$ cat src/rtl/core/rrd_pkg.sv
// Shared types and constants for the round-robin ready-list distributor.
// No dependencies; imported by every module of the block.
package rrd_pkg;

    localparam int MAX_PORTS = 16;
    localparam int IDX_W     = $clog2(MAX_PORTS);
    localparam int CNT_W     = $clog2(MAX_PORTS + 1);
    localparam int PORT_W    = 4;
    localparam int STAT_W    = 2;

    typedef logic [PORT_W-1:0] t_port;
    typedef logic [IDX_W-1:0]  t_idx;
    typedef logic [CNT_W-1:0]  t_cnt;

    typedef enum logic [STAT_W-1:0] {
        ST_OK       = 2'd0,
        ST_NO_READY = 2'd1,
        ST_FULL     = 2'd2
    } t_status;

    typedef enum logic {
        FN_READY = 1'b0,
        FN_SEND  = 1'b1
    } t_func;

    typedef enum logic {
        S_IDLE = 1'b0,
        S_EXEC = 1'b1
    } t_state;

    typedef struct packed {
        logic capture;
        logic execute;
    } t_ctrl_cmd;

endpackage

$ cat src/rtl/core/rrd_ctrl.sv
// Controller state machine for the distributor: capture, execute, done strobe.
// Depends on rrd_pkg.
module rrd_ctrl (
    input  logic              i_clk,
    input  logic              i_rst_n,
    input  logic              i_start,
    output logic              o_busy,
    output logic              o_done,
    output rrd_pkg::t_ctrl_cmd o_cmd
);
    import rrd_pkg::*;

    t_state r_state, n_state;
    logic   r_done;

    always_ff @(posedge i_clk) begin
        if (!i_rst_n) begin
            r_state <= S_IDLE;
            r_done  <= 1'b0;
        end else begin
            r_state <= n_state;
            r_done  <= o_cmd.execute;
        end
    end

    always_comb begin
        n_state       = r_state;
        o_cmd.capture = 1'b0;
        o_cmd.execute = 1'b0;
        unique case (r_state)
            S_IDLE: begin
                if (i_start) begin
                    o_cmd.capture = 1'b1;
                    n_state       = S_EXEC;
                end
            end
            S_EXEC: begin
                o_cmd.execute = 1'b1;
                n_state       = S_IDLE;
            end
            default: n_state = S_IDLE;
        endcase
    end

    assign o_busy = (r_state != S_IDLE);
    assign o_done = r_done;

endmodule

$ cat src/rtl/core/rrd_dpath.sv
// Datapath: ready list, entry count, current position and result registers.
// Depends on rrd_pkg; driven by rrd_ctrl commands.
module rrd_dpath (
    input  logic               i_clk,
    input  logic               i_rst_n,
    input  rrd_pkg::t_ctrl_cmd i_cmd,
    input  logic               i_func,
    input  rrd_pkg::t_port     i_port_id,
    input  logic               i_release_req,
    output rrd_pkg::t_status   o_status,
    output rrd_pkg::t_port     o_target_port,
    output logic               o_was_empty
);
    import rrd_pkg::*;

    // captured beat
    t_func   r_func;
    t_port   r_port_id;
    logic    r_release;

    // list state
    t_port   r_list [MAX_PORTS];
    t_cnt    r_count, n_count;
    t_idx    r_cur, n_cur;

    // results
    t_status r_status, n_status;
    t_port   r_target, n_target;
    logic    r_was_empty, n_was_empty;

    t_idx    cur_eff;
    t_cnt    cur_ext;
    t_cnt    adv;
    t_cnt    limit;
    logic    list_empty;
    logic    list_full;
    logic    do_append;
    logic    do_erase;

    assign list_empty = (r_count == '0);
    assign list_full  = (r_count == CNT_W'(MAX_PORTS));
    // current position wraps to head if it ever sits past the tail
    assign cur_eff    = (CNT_W'(r_cur) >= r_count) ? '0 : r_cur;
    assign cur_ext    = CNT_W'(cur_eff);

    always_comb begin
        n_count     = r_count;
        n_cur       = r_cur;
        n_status    = ST_OK;
        n_target    = '0;
        n_was_empty = 1'b0;
        do_append   = 1'b0;
        do_erase    = 1'b0;
        adv         = cur_ext;
        limit       = r_count;
        unique case (r_func)
            FN_READY: begin
                if (list_full) begin
                    n_status = ST_FULL;
                end else begin
                    do_append   = 1'b1;
                    n_was_empty = list_empty;
                    n_count     = r_count + CNT_W'(1);
                    if (list_empty) n_cur = '0;
                end
            end
            FN_SEND: begin
                if (list_empty) begin
                    n_status = ST_NO_READY;
                end else begin
                    n_target = r_list[cur_eff];
                    if (r_release) begin
                        do_erase = 1'b1;
                        n_count  = r_count - CNT_W'(1);
                        limit    = r_count - CNT_W'(1);
                    end else begin
                        adv = cur_ext + CNT_W'(1);
                    end
                    n_cur = (adv >= limit) ? '0 : adv[IDX_W-1:0];
                end
            end
            default: n_status = ST_OK;
        endcase
    end

    always_ff @(posedge i_clk) begin
        if (!i_rst_n) begin
            r_count <= '0;
            r_cur   <= '0;
        end else if (i_cmd.execute) begin
            r_count <= n_count;
            r_cur   <= n_cur;
        end
    end

    always_ff @(posedge i_clk) begin
        if (i_cmd.capture) begin
            r_func    <= t_func'(i_func);
            r_port_id <= i_port_id;
            r_release <= i_release_req;
        end
        if (i_cmd.execute) begin
            r_status    <= n_status;
            r_target    <= n_target;
            r_was_empty <= n_was_empty;
        end
    end

    // list storage: append at tail, erase shifts the upper part down
    always_ff @(posedge i_clk) begin
        if (i_cmd.execute && do_append) begin
            r_list[r_count[IDX_W-1:0]] <= r_port_id;
        end
        if (i_cmd.execute && do_erase) begin
            for (int i = 0; i < MAX_PORTS - 1; i++) begin
                if (IDX_W'(i) >= cur_eff) r_list[IDX_W'(i)] <= r_list[IDX_W'(i + 1)];
            end
        end
    end

    assign o_status      = r_status;
    assign o_target_port = r_target;
    assign o_was_empty   = r_was_empty;

endmodule

$ cat src/rtl/core/round_robin_ready_list_distributor_core.sv
// Top level of the round-robin ready-list distributor.
// Depends on rrd_pkg, rrd_ctrl and rrd_dpath.
//
// Usage:
//   Command channel: drive i_func, i_port_id, i_release_req and raise
//   i_start; the beat is taken at the clock edge where i_start is high and
//   o_busy is low. i_func = 0 appends i_port_id to the tail of the ready
//   list; i_func = 1 sends to the current port and advances round-robin,
//   erasing that entry first when i_release_req is set.
//   Result channel: o_done pulses for exactly one cycle with o_status,
//   o_target_port and o_was_empty valid in that cycle. The receiver cannot
//   stall; each result must be taken in its strobe cycle.
//   Timing: the result strobe is high in the cycle that follows the
//   execute cycle. A new beat is taken only while the controller is idle,
//   so each beat runs through its capture and execute states before the
//   next; a new beat may be accepted in the same cycle that the previous
//   result is strobed.
//   The erase shifts the later list entries down in parallel in the execute cycle.
//   Reset (synchronous, active low): list empty, current position at the
//   head, controller idle, no strobe. List entries need no clearing; only
//   entries below the count ever reach the outputs.
module round_robin_ready_list_distributor_core (
    input  logic                       i_clk,
    input  logic                       i_rst_n,
    input  logic                       i_start,
    output logic                       o_busy,
    input  logic                       i_func,
    input  logic [rrd_pkg::PORT_W-1:0] i_port_id,
    input  logic                       i_release_req,
    output logic                       o_done,
    output logic [rrd_pkg::STAT_W-1:0] o_status,
    output logic [rrd_pkg::PORT_W-1:0] o_target_port,
    output logic                       o_was_empty
);
    import rrd_pkg::*;

    t_ctrl_cmd ctrl_cmd;
    t_status   dp_status;

    rrd_ctrl u_ctrl (
        .i_clk   (i_clk),
        .i_rst_n (i_rst_n),
        .i_start (i_start),
        .o_busy  (o_busy),
        .o_done  (o_done),
        .o_cmd   (ctrl_cmd)
    );

    rrd_dpath u_dpath (
        .i_clk         (i_clk),
        .i_rst_n       (i_rst_n),
        .i_cmd         (ctrl_cmd),
        .i_func        (i_func),
        .i_port_id     (i_port_id),
        .i_release_req (i_release_req),
        .o_status      (dp_status),
        .o_target_port (o_target_port),
        .o_was_empty   (o_was_empty)
    );

    assign o_status = STAT_W'(dp_status);

endmodule

$ cat config.mk
export PLATFORM = sky130hd
export DESIGN_NAME = round_robin_ready_list_distributor_core
export DESIGN_NICKNAME = d
export VERILOG_FILES = /design/src/rtl/core/rrd_pkg.sv /design/src/rtl/core/rrd_ctrl.sv /design/src/rtl/core/rrd_dpath.sv /design/src/rtl/core/round_robin_ready_list_distributor_core.sv
export SDC_FILE = /design/constraint.sdc
export NUM_CORES = 1
export LEC_CHECK = 0
export BUFFER_PORTS_ARGS = -buffer_cell sky130_fd_sc_hd__buf_2
export CAP_MARGIN = 20
export CELL_PAD_IN_SITES_DETAIL_PLACEMENT = 0
export CELL_PAD_IN_SITES_GLOBAL_PLACEMENT = 1
export CORE_UTILIZATION = 45
export DETAILED_ROUTE_END_ITERATION = 8
export PLACE_DENSITY_LB_ADDON = 0.1
export SETUP_SLACK_MARGIN = 0.2
export SYNTH_ARGS = -nofsm -noshare
export SYNTH_HDL_FRONTEND = slang
export SYNTH_HIERARCHICAL = 1
export SYNTH_SLANG_ARGS = --single-unit
$ cat constraint.sdc
create_clock -name i_clk -period 4.43 [get_ports i_clk]
set_input_delay 0.886 -clock i_clk [delete_from_list [all_inputs] [get_ports i_clk]]
set_output_delay 0.886 -clock i_clk [all_outputs]
set_load 0.02 [all_outputs]
==> results.cfg <==
[pwr]
cellLeakagePower_nw = 1.92
power.density_nw_per_um2 = 311
irDropWorstVdd_uv = 173
power.total_mw = 1.67

[finish]
fin_cells = 565
design_area_um2 = 5370
drive_above_1_share = 0.287
antenna_cells = 0
fin_nets = 445
postLayoutCoreUtil = 0.495
area_growth_pct = 7.57
layout_commonest_cell = edfxtp_1
layout_common_cells = 77 x edfxtp_1, 61 x mux2_2, 35 x nand2_1

[global_routing]
grt_pass1_vias = 3369
grt_max_degree = 31
grt_pass1_wl_um = 19300
antenna_found_initial = 0
grt.total_usage = 0.229
globalRouteOverflowTotal = 0

[clock_network]
post_cts_buffers = 0
cts_resized = 0
cts_buffers = 9
clkSinkCount = 88
cts_max_path_buffers = 2
cts_tree = done
clkLatencyLatePin_ns = 0.37
path_clk_slew_ns = 0.09
ctsHoldBuffers = 0
htreeDepth = 3
cts-root-buf = clkbuf_8

[logic_synthesis]
async_reset_ff_frac = 0
syn_avg_cell_area_um2 = 12.1
yosysSeqAreaShare = 0.508
ys_ff_latch = 88
synth_cell_types = 56
ys.flop_type = edfxtp_1
synth_edf_count = 77
syn_nets = 436
yosysWarnings = 6
synth_area_um2 = 4990
syn_inst = 411

[die]
initial_utilization = 0.460
fp.dieW_um = 107
die-area_um2 = 11500
pin_count = 18
dieHeight_um = 107
fp.coreArea_um2 = 10800
fp-row-count = 38

[routing]
dr.pass1.iters = 5
drcViolationCount = 0
totalWireLength_um = 11900
vias = 3271
post_drt_wl_per_cell_um = 21.1
vias_per_cell = 5.79
drtIter0Drc = 169
ant_nets = 0

[sta]
skew_ns = 0.00875
fmax_mhz = 266
rsz0062_at_grt = no
hold_viol_final = 0
fin_crit_sh = 0.850
slew_headroom = 0.458
fin_hold_ws_ns = 0.580
setup_ws_ns = 0.667
setup_viol = 0
fin_setup_tns_ns = 0
slew_viol_final = 0
tightest_slew_ns = 0.806
min_period_ns = 3.76

[run_status]
status = finished, final reports clean

[placed_design]
dp_slack_ns = 0.762
hpwl_um = 8580
io_buffers = 17
placed_cells = 549
place_area_um2 = 5170
gp_congestion = 0.858

[worst_setup_path]
critPathKind = reg -> reg
critPathLaunchType = flip-flop
end_kind = flip-flop
timing.critical_path.arrival_ns = 4.08
cp_max_fo = 14
critPathRequiredTime_ns = 4.75

[run]
maxCapViolCount = 0

[hold_path]
hold_path.class = reg -> reg
-- report_power, final --
| part | leakage, nW | switching (mW) | internal, mW |
|---|---|---|---|
| logic | 1.02 | 0.0764 | 0.0639 |
| clock network | 0.101 | 0.317 | 0.267 |
| registers | 0.790 | 0.0240 | 0.920 |
-- kinds of logic after synthesis --
family                     synth area share
adders and majority gates            0.0401
and+or+nand+nor                       0.102
muxes                                 0.178
xor gates and xnor gates             0.0158
buffers and inverters                0.0349
DFF                                   0.508
AOI/OAI and AO/OA                     0.122
-- area by class of cell --
class,instances,area (µm²)
fillers,986,5470
flip-flops and latches,88,2530
multi-input cells,285,2280
well taps,140,175
clock buffers,9,124
repair buffers,22,123
clock inverters,7,77.6
inverters,14,52.6
-- final timing paths --
kind	startpoint	end	slack, ns	depth (start not counted)
max	u_dpath/r_cur[3]	u_dpath/r_cur[3]	0.67	13
min	u_dpath/r_list[9][0]	u_dpath/r_list[8][0]	0.58	1
max reg2reg	u_dpath/r_cur[3]	u_dpath/r_cur[3]	0.67	13
min reg2reg	u_dpath/r_list[9][0]	u_dpath/r_list[8][0]	0.58	1
-- worst max-delay path, cell delays in order (launching register included) --
cell and delay, ns:
dfxtp_1 0.71, ha_1 0.32, nor3_1 0.07, or3_1 0.40, o21ai_0 0.49, inv_1 0.09, ha_1 0.31, o2bb2ai_1 0.15
ha_1 0.30, a21o_1 0.16, a21oi_1 0.15, o21ai_0 0.17, o31ai_1 0.23, and2_1 0.15
-- cell usage after synthesis (all sizes together) (5+ instances only) --
cell,n,area [µm²]
edfxtp,77,2310
mux2,65,747
nand2,35,131
o21ai,20,119
nor2,19,71.3
a21oi,16,80.1
ha,16,200
clkbuf,14,52.6
inv,12,45.0
dfxtp,11,220
buf,10,68.8
a21o,8,60.1
nand3,8,40.0
nor3,8,40.0
o21a,8,75.1
and2,7,47.6
xnor2,7,61.3
a221oi,5,43.8
a31oi,5,31.3
mux4,5,113
-- per-layer routing --
metal	track usage	wire [µm]
met5	0	0
met3	0.0381	582
met4	0.0793	203
met1	0.330	5650
met2	0.347	5500
-- sequential cells by signal, indices dropped and copies added, names as in the netlist --
register / flops
u_dpath/r_list: 64
u_dpath/r_cur: 4
u_ctrl/o_busy: 1
u_dpath/o_target_port: 4
u_dpath/o_was_empty: 1
u_dpath/r_release: 1
u_dpath/r_count: 5
u_dpath/r_func: 1
u_dpath/o_status: 2
u_ctrl/o_done: 1
u_dpath/r_port_id: 4
No activity file was read; power rests on OpenSTA's default activity.
